===== config.mk =====
export PLATFORM = sky130hd
export DESIGN_NAME = cron_schedule_matcher_unit
export DESIGN_NICKNAME = d
export VERILOG_FILES = /design/src/csm_pkg.sv /design/src/csm_cell.sv /design/src/cron_schedule_matcher_unit.sv
export VERILOG_INCLUDE_DIRS = /design/src /design/src/src
export SDC_FILE = /design/constraint.sdc
export NUM_CORES = 2
export LEC_CHECK = 0
export ABC_CLOCK_PERIOD_IN_PS = 8050
export BUFFER_PORTS_ARGS = -buffer_cell sky130_fd_sc_hd__buf_2
export CAP_MARGIN = 10
export CORE_ASPECT_RATIO = 0.8
export CORE_UTILIZATION = 35
export CTS_CLUSTER_SIZE = 10
export DETAILED_ROUTE_END_ITERATION = 10
export GPL_ROUTABILITY_DRIVEN = 1
export SKIP_CTS_REPAIR_TIMING = 1
export SYNTH_ARGS = -nofsm -noshare
export SYNTH_HDL_FRONTEND = slang
export SYNTH_SLANG_ARGS = --single-unit

===== constraint.sdc =====
create_clock -name i_clk -period 8.05 [get_ports i_clk]
set_input_delay 1.61 -clock i_clk [delete_from_list [all_inputs] [get_ports i_clk]]
set_output_delay 1.61 -clock i_clk [all_outputs]
set_load 0.02 [all_outputs]

===== src/cron_schedule_matcher_unit_assert.svh =====
// Assertion macros for the cron schedule matcher top level.
`ifndef CRON_SCHEDULE_MATCHER_UNIT_ASSERT_SVH
`define CRON_SCHEDULE_MATCHER_UNIT_ASSERT_SVH

// The consequent must hold in the same cycle as the antecedent.
`define CSM_ASSERT_SAME(label, clk, rst_n, ante, cons) \
    label: assert property (@(posedge clk) disable iff (!rst_n) (ante) |-> (cons)) \
        else $error("cron schedule matcher check failed");

// The consequent must hold in the cycle after the antecedent.
`define CSM_ASSERT_NEXT(label, clk, rst_n, ante, cons) \
    label: assert property (@(posedge clk) disable iff (!rst_n) (ante) |=> (cons)) \
        else $error("cron schedule matcher check failed");

`endif


===== src/csm_pkg.sv =====
// Shared types and constants for the cron schedule matcher.
package csm_pkg;

    localparam int ENTRIES_DEF = 16;
    localparam int IDX_W       = 4;
    localparam int MASK_W      = 16;

    typedef enum logic {
        REQ_WRITE = 1'b0,
        REQ_TICK  = 1'b1
    } t_req;

    typedef struct packed {
        logic [5:0] minute;
        logic [4:0] hour;
        logic [4:0] day;
        logic [3:0] month;
        logic [7:0] year;
    } t_time;

    typedef struct packed {
        logic minute;
        logic hour;
        logic day;
        logic month;
        logic year;
    } t_any;

    typedef struct packed {
        logic              vld;
        t_time             now;
        logic [MASK_W-1:0] mask;
    } t_word;

endpackage


===== src/csm_cell.sv =====
// One schedule entry cell: holds the entry, matches a passing tick word and forwards it.
module csm_cell #(
    parameter int CELL_INDEX = 0
) (
    input  logic           i_clk,
    input  logic           i_rst_n,
    input  logic           i_wr_en,
    input  csm_pkg::t_time i_pat_val,
    input  csm_pkg::t_any  i_pat_any,
    input  csm_pkg::t_word i_word,
    output csm_pkg::t_word o_word
);

    csm_pkg::t_time r_pat_val;
    csm_pkg::t_any  r_pat_any;
    logic           r_valid;
    logic           n_valid;
    csm_pkg::t_time r_last;
    csm_pkg::t_time n_last;
    csm_pkg::t_word r_word;
    csm_pkg::t_word n_word;

    logic w_match;
    logic w_differs;
    logic w_fire;
    logic [csm_pkg::MASK_W-1:0] w_bit;

    always_comb begin
        w_match = (r_pat_any.minute || (r_pat_val.minute == i_word.now.minute))
               && (r_pat_any.hour   || (r_pat_val.hour   == i_word.now.hour))
               && (r_pat_any.day    || (r_pat_val.day    == i_word.now.day))
               && (r_pat_any.month  || (r_pat_val.month  == i_word.now.month))
               && (r_pat_any.year   || (r_pat_val.year   == i_word.now.year));
        w_differs = (r_pat_any.minute && (r_last.minute != i_word.now.minute))
                 || (r_pat_any.hour   && (r_last.hour   != i_word.now.hour))
                 || (r_pat_any.day    && (r_last.day    != i_word.now.day))
                 || (r_pat_any.month  && (r_last.month  != i_word.now.month))
                 || (r_pat_any.year   && (r_last.year   != i_word.now.year));
        w_fire = i_word.vld && r_valid && w_match && w_differs;
        w_bit  = csm_pkg::MASK_W'(w_fire) << CELL_INDEX;
    end

    always_comb begin
        n_valid = r_valid || i_wr_en;
        if (i_wr_en) begin
            n_last = '1;
        end else if (w_fire) begin
            n_last = i_word.now;
        end else begin
            n_last = r_last;
        end
        n_word      = i_word;
        n_word.mask = i_word.mask | w_bit;
    end

    always_ff @(posedge i_clk) begin
        if (!i_rst_n) begin
            r_valid    <= 1'b0;
            r_last     <= '1;
            r_word.vld <= 1'b0;
        end else begin
            r_valid    <= n_valid;
            r_last     <= n_last;
            r_word.vld <= n_word.vld;
        end
        if (i_wr_en) begin
            r_pat_val <= i_pat_val;
            r_pat_any <= i_pat_any;
        end
        r_word.now  <= n_word.now;
        r_word.mask <= n_word.mask;
    end

    assign o_word = r_word;

endmodule


===== src/cron_schedule_matcher_unit.sv =====
// Cron schedule matcher top level: a chain of entry cells, input control and output register.
// A write word loads one entry and yields a zero mask word in the cycle after it is taken; a
// write to a slot at or above ENTRIES only yields that zero word. A tick word enters the
// chain of ENTRIES cells and moves one cell per cycle; its fire mask passes through every
// cell register and then the output register, and no new word is taken while a tick is in
// the chain. Entries 16 and up cannot be addressed by the 4-bit index and do not show in
// the mask. The output register holds a finished word while the receiver stalls it.
`include "cron_schedule_matcher_unit_assert.svh"

module cron_schedule_matcher_unit #(
    parameter int ENTRIES = csm_pkg::ENTRIES_DEF
) (
    input  logic                       i_clk,
    input  logic                       i_rst_n,
    input  logic                       i_valid,
    output logic                       o_stall,
    input  logic                       i_req_type,
    input  logic [csm_pkg::IDX_W-1:0]  i_entry_index,
    input  logic [5:0]                 i_minute_value,
    input  logic [4:0]                 i_hour_value,
    input  logic [4:0]                 i_day_value,
    input  logic [3:0]                 i_month_value,
    input  logic [7:0]                 i_year_value,
    input  logic                       i_minute_any,
    input  logic                       i_hour_any,
    input  logic                       i_day_any,
    input  logic                       i_month_any,
    input  logic                       i_year_any,
    output logic                       o_valid,
    input  logic                       i_stall,
    output logic [csm_pkg::MASK_W-1:0] o_fire_mask
);

    csm_pkg::t_word w_chain [0:ENTRIES];
    csm_pkg::t_time w_time;
    csm_pkg::t_any  w_any;
    logic [ENTRIES-1:0] w_wr_en;

    logic w_in_accept;
    logic w_wr_accept;
    logic w_tick_accept;
    logic w_out_free;

    logic r_busy;
    logic n_busy;
    logic r_out_valid;
    logic n_out_valid;
    logic [csm_pkg::MASK_W-1:0] r_out_mask;
    logic [csm_pkg::MASK_W-1:0] n_out_mask;

    always_comb begin
        w_time.minute = i_minute_value;
        w_time.hour   = i_hour_value;
        w_time.day    = i_day_value;
        w_time.month  = i_month_value;
        w_time.year   = i_year_value;
        w_any.minute  = i_minute_any;
        w_any.hour    = i_hour_any;
        w_any.day     = i_day_any;
        w_any.month   = i_month_any;
        w_any.year    = i_year_any;
    end

    assign w_out_free    = !r_out_valid || !i_stall;
    assign o_stall       = r_busy || !w_out_free;
    assign w_in_accept   = i_valid && !o_stall;
    assign w_wr_accept   = w_in_accept && (i_req_type == csm_pkg::REQ_WRITE);
    assign w_tick_accept = w_in_accept && (i_req_type == csm_pkg::REQ_TICK);

    assign w_chain[0] = {w_tick_accept, w_time, csm_pkg::MASK_W'(0)};

    for (genvar k = 0; k < ENTRIES; k++) begin : g_cell
        assign w_wr_en[k] = w_wr_accept && (32'(i_entry_index) == 32'(k));

        csm_cell #(
            .CELL_INDEX (k)
        ) u_cell (
            .i_clk     (i_clk),
            .i_rst_n   (i_rst_n),
            .i_wr_en   (w_wr_en[k]),
            .i_pat_val (w_time),
            .i_pat_any (w_any),
            .i_word    (w_chain[k]),
            .o_word    (w_chain[k+1])
        );
    end

    always_comb begin
        n_busy      = (r_busy && !w_chain[ENTRIES].vld) || w_tick_accept;
        n_out_valid = w_chain[ENTRIES].vld || w_wr_accept || (r_out_valid && i_stall);
        if (w_chain[ENTRIES].vld) begin
            n_out_mask = w_chain[ENTRIES].mask;
        end else if (w_wr_accept) begin
            n_out_mask = '0;
        end else begin
            n_out_mask = r_out_mask;
        end
    end

    always_ff @(posedge i_clk) begin
        if (!i_rst_n) begin
            r_busy      <= 1'b0;
            r_out_valid <= 1'b0;
        end else begin
            r_busy      <= n_busy;
            r_out_valid <= n_out_valid;
        end
    end

    always_ff @(posedge i_clk) begin
        r_out_mask <= n_out_mask;
    end

    assign o_valid     = r_out_valid;
    assign o_fire_mask = r_out_mask;

    `CSM_ASSERT_NEXT(a_tick_sets_busy, i_clk, i_rst_n, w_tick_accept, r_busy)
    `CSM_ASSERT_SAME(a_tail_into_free_out, i_clk, i_rst_n, w_chain[ENTRIES].vld, !r_out_valid)
    `CSM_ASSERT_NEXT(a_write_gives_zero, i_clk, i_rst_n, w_wr_accept, r_out_valid && (r_out_mask == '0))
    `CSM_ASSERT_NEXT(a_busy_holds, i_clk, i_rst_n, r_busy && !w_chain[ENTRIES].vld, r_busy)

endmodule


Word level (Yosys, flattened, before mapping)
Cells that the tools add are included.

operators by class
  bitwise operators = 17
  equality and inequality tests = 175
  muxes and demuxes = 2
  reductions and logical operators = 401

operators by type and width
  cell                                                              count
  1-bit logical AND                                                 213
  1-bit logical OR                                                  165
  5-bit == test                                                     32
  5-bit != test                                                     32
  8-bit == test                                                     16
  8-bit != test                                                     16
  6-bit == test                                                     16
  6-bit != test                                                     16
  4-bit == test                                                     16
  4-bit != test                                                     16
  4-bit == test (second input constant)                             8
  16-bit 2-to-1 mux                                                 2
  2-bit OR reduction                                                16
  4-bit by 3-bit == test with 1-bit output (second input constant)  4
  16-bit by 10-bit bitwise OR with 16-bit output                    1
  16-bit by 11-bit bitwise OR with 16-bit output                    1
  16-bit by 12-bit bitwise OR with 16-bit output                    1
  16-bit by 13-bit bitwise OR with 16-bit output                    1
  16-bit by 14-bit bitwise OR with 16-bit output                    1
  16-bit by 15-bit bitwise OR with 16-bit output                    1
  16-bit bitwise OR                                                 1
  16-bit by 3-bit bitwise OR with 16-bit output                     1
  16-bit by 4-bit bitwise OR with 16-bit output                     1
  16-bit by 5-bit bitwise OR with 16-bit output                     1
  11 further kinds                                                  17

word-level totals
  logic and storage cells = 961
  bits in registers = 1687
  input port bits = 42

Depth between registers and ports, before layout
  word-level depth = 10
  depth in mapped cells = 8

Hierarchy
Synthesis repeated with hierarchy kept, for this count alone.

unflattened totals
  cell total of the unflattened synthesis = 4635
  area, all modules = 60080.1 µm²

by module, submodules not included
  module                      sequential area each (µm²)  area an instance (µm²)  instances  cells an instance
  csm_cell                    2472.4                      3699.8                  16         285
  cron_schedule_matcher_unit  520.5                       883.3                   1          75

Worst setup path after synthesis
OpenSTA, ideal clock, no wires.

  path kind = input -> register
  from = input port i_stall
  to = register g_cell[0].u_cell.r_last[0] in the netlist's numbering
  arrival = 6485 ps
  stages = 6
  library setup time = 79 ps
  path slack = 1486 ps
  path buffers = 1
  cell sequence = a21oi_4 > nand4_4 > nor4_1 > nor2_1 > buf_2 > o211ai_1

on the way
  elaborated cells on any way between the ends = 13
  classes of those cells = reduce/logical: 13

RTL lines
  item                                 line                              RTL
  from (decl)                          cron_schedule_matcher_unit.sv:30  input logic i_stall,
  1-bit logical NOT                    cron_schedule_matcher_unit.sv:64  assign w_out_free = !r_out_valid || !i_stall;
  1-bit logical OR                     cron_schedule_matcher_unit.sv:64
  1-bit logical NOT                    cron_schedule_matcher_unit.sv:65  assign o_stall = r_busy || !w_out_free;
  1-bit logical OR                     cron_schedule_matcher_unit.sv:65
  1-bit logical NOT                    cron_schedule_matcher_unit.sv:66  assign w_in_accept = i_valid && !o_stall;
  1-bit logical AND                    cron_schedule_matcher_unit.sv:66
  1-bit logical AND                    cron_schedule_matcher_unit.sv:67  assign w_wr_accept = w_in_accept && (i_req_type == csm_pkg::REQ_WRITE);
  1-bit logical AND                    cron_schedule_matcher_unit.sv:73  assign w_wr_en[k] = w_wr_accept && (32'(i_entry_index) == 32'(k));
  via g_cell[0].u_cell.i_wr_en         csm_cell.sv:7                     input logic i_wr_en,
  2-bit OR reduction (no source line)  --
  to (signal assigned)                 csm_cell.sv:63                    r_last <= n_last;
  to (decl)                            csm_cell.sv:18                    csm_pkg::t_time r_last;

The timed path passes the listed nets, and every way through them passes these cells.
A chain may end at the register's enable or synchronous reset.

Final worst setup path
  from = input port i_stall
  to = output port o_stall

on the way
  cells in the longest elaborated chain, start to end = 4

ends and longest elaborated chain
  item               line                              RTL
  1-bit logical NOT  cron_schedule_matcher_unit.sv:64
  1-bit logical OR   cron_schedule_matcher_unit.sv:64
  1-bit logical NOT  cron_schedule_matcher_unit.sv:65
  1-bit logical OR   cron_schedule_matcher_unit.sv:65
  to (decl)          cron_schedule_matcher_unit.sv:16  output logic o_stall,

No other way between the ends.

==> out/metrics.yaml <==
status:
  status: "completed"
yosys:
  synth_nets: 4558
  syn-cell-area_um2: 57300
  synth_top_area_frac: 0.363
  syn_avg_cell_area_um2: 12.7
  synth-compound-area-share: 0.0476
  synth_mux_area_frac: 0.0636
  synth_top_family_by_area: "XOR/XNOR gates"
  yosysSeqAreaShare: 0.648
  yosysTopAreaCell: "dfxtp_1"
  synthAdderAreaFrac: 0
  ys_ff_latch: 1582
  ys_top_cells_by_count: "dfxtp_1, nor2_1, edfxtp_1"
  yosysUniqueCellTypes: 39
  synth_flop_cell: "dfxtp_1"
  syn_inst: 4516
  synthTopCellsByArea: "dfxtp_1, edfxtp_1, xnor2_1"
  yosysWarnings: 0
  synth_edf_count: 544
  async_flop_share: 0
  yosysMostFrequentCell: "dfxtp_1"
  synth-simple-area-share: 0.0807
  synth_xor_area_frac: 0.137
die:
  die_w_um: 454
  dieArea_um2: 165000
  fp-row-count: 132
  ios: 60
  initial_core_util: 0.353
  core_um2: 162000
  die_height_um: 364
critical_path:
  crit_start: "i_stall"
  cp_max_fo: 7
  cp-endpoint: "o_stall"
  r2r_start: "o_valid"
  r2r_cells: 7
  r2r-end: "g_cell[4].u_cell.r_last[2]"
  critPathCaptureType: "output pin"
  rrSetupSlack_ns: 4.98
  cp.arrival_ns: 2.24
  cp-start-kind: "primary input"
  cp_data_required_time_ns: 6.44
  crit_type: "in2out"
route:
  wirelength_um: 135000
  drtPass1Iterations: 7
  avgRoutedWirePerCell_um: 19.4
  vias: 33067
  ant_nets: 0
  vias_per_cell: 4.76
  drtIter0Drc: 2532
  route.detailed.drc: 0
sta:
  fmax_mhz: 260
  timing.final.crit_share: 0.478
  rsz0062_at_grt: "no"
  fin_skew_ns: 0.0331
  setup_viol: 0
  finalSetupTns_ns: 0
  period_minus_slack_ns: 3.85
  setup_ws_ns: 4.20
  tightest_slew_ns: 1.12
  finalHoldViolations: 0
  slew_headroom: 0.256
  drv_slew: 0
min_path:
  hold_class: "reg2reg"
cells_and_area:
  layout.nets: 4690
  drive_above_1_share: 0.0753
  syn2layout_area_growth_pct: 13.9
  postLayoutCellArea_um2: 65200
  nFillCells: 15180
clocking:
  clk_latency_ns: 0.80
  clock-sinks: 1582
  cts_buffer_depth: 3
  cts_buffers: 177
  cts_tree: "done"
  clk_pin_slew_ns: 0.06
  cts-root-buf: "clkbuf_16"
  cts_max_level: 4
placement:
  gp_congestion: 0.768
  dp_slack_ns: 3.59
  port_buffers: 59
  place_area_um2: 60000
  post-dp-hpwl_um: 85600
flow_run:
  max_cap_viol_count: 0
pwr:
  power.density_nw_per_um2: 253
  peakVddDrop_uv: 204
  power_leakage_nw: 22.4
global_route:
  grt_util_all_layers: 0.162
  grt_start_max_net_pins: 57
  grt_pass1_wl_um: 204000
  antenna_found_initial: 12
  overflow: 0
  grt_pass1_vias: 32231
## cells in the final DEF, fill, tap and decap left out, drive strengths merged
cell	netlist	routed
a21oi	19	19
o2111ai	84	84
a31oi	46	46
buf	138	130
nand2b	11	11
dfxtp	1038	1038
nand3	33	33
nor2b	1	1
and2	31	31
o31ai	48	48
nand2	18	18
a31o	1	1
nor3	65	65
o41a	16	16
a41oi	18	18
mux2i	364	364
nand4	66	66
xor2	446	446
nand3b	1	1
clkbuf	39	312
xnor2	450	450
and4	2	2
nor4	50	50
and3	4	4
nor2	772	772
inv	88	98
diode	0	6
o21ai	20	20
nor4b	3	3
o211a	16	16
clkinv	0	6
o211ai	84	84
edfxtp	544	544
## area by class of cell
cell class / instances / area, um2 / area share
diodes: 6 / 15.0 / 0.000230
clock buffers: 312 / 4990 / 0.0765
clock inverters: 16 / 258 / 0.00395
inverters: 88 / 330 / 0.00507
multi-input cells: 2669 / 19000 / 0.291
flip-flops and latches: 1582 / 37100 / 0.569
well taps: 2144 / 2680 / 0.0411
repair buffers: 130 / 828 / 0.0127
## power breakdown
part | internal, mW | switching, mW
logic | 0.191 | 0.350
clock network | 4.20 | 3.18
registers | 8.40 | 0.196
## registers in the layout (all words and copies together) (netlist names)
| register | flops |
|---|---|
| g_cell.u_cell.r_valid | 16 |
| g_cell.u_cell.o_word | 572 |
| o_fire_mask | 16 |
| r_busy | 1 |
| g_cell.u_cell.r_last | 448 |
| g_cell.u_cell.r_pat_val | 448 |
| o_valid | 1 |
| g_cell.u_cell.r_pat_any | 80 |
## worst min-delay path by stage
stage,from,end,slack [ns],depth (start not counted)
after floorplan,g_cell[9].u_cell.o_word[0],g_cell[10].u_cell.o_word[0],0.31,0
after global routing,g_cell[14].u_cell.o_word[11],g_cell[15].u_cell.o_word[11],0.32,0
after CTS,g_cell[14].u_cell.o_word[11],g_cell[15].u_cell.o_word[11],0.31,0
after global placement,g_cell[7].u_cell.o_word[1],g_cell[8].u_cell.o_word[1],0.31,0
after detailed placement,g_cell[10].u_cell.o_word[4],g_cell[11].u_cell.o_word[4],0.31,0
final,g_cell[14].u_cell.o_word[11],g_cell[15].u_cell.o_word[11],0.31,0
## logic make-up (layout without fill, tap and decap cells)
family | Yosys count | count (layout)
xor+xnor | 896 | 896
flops | 1582 | 1582
buf+inv | 265 | 546
other cells | 0 | 6
mux | 364 | 364
compound gates | 352 | 352
simple gates | 1057 | 1057
## worst max-delay path, cell delays in order
cell     delay [ns]
buf_2          0.12
a21oi_4        0.27
inv_1          0.07
buf_2          0.17
## metal layers
layer / wire length (um) / GRT usage / part of all wire / vias to the layer above
li1: - / - / - / 15886
met5: 0 / 0 / 0 / -
met2: 60100 / 0.249 / 0.45 / 721
met1: 65300 / 0.232 / 0.48 / 16283
met3: 6680 / 0.0289 / 0.050 / 177
met4: 2850 / 0.0500 / 0.021 / 0
## stage by stage
| stage | util | hold slack, ns | std cells | power (mW) |
|---|---|---|---|---|
| 5_1_grt | 0.402 | 0.320 | 6942 | 17.1 |
| 6_report | 0.402 | 0.312 | 6947 | 16.5 |
| 3_3_place_gp | 0.370 | 0.310 | 6613 | 9.30 |
| 4_1_cts | 0.402 | 0.308 | 6941 | 16.7 |
| 2_1_floorplan | - | 0.310 | 4516 | 9.02 |
| 3_5_place_dp | 0.370 | 0.312 | 6613 | 9.31 |
(Power assumes the default switching activity.)
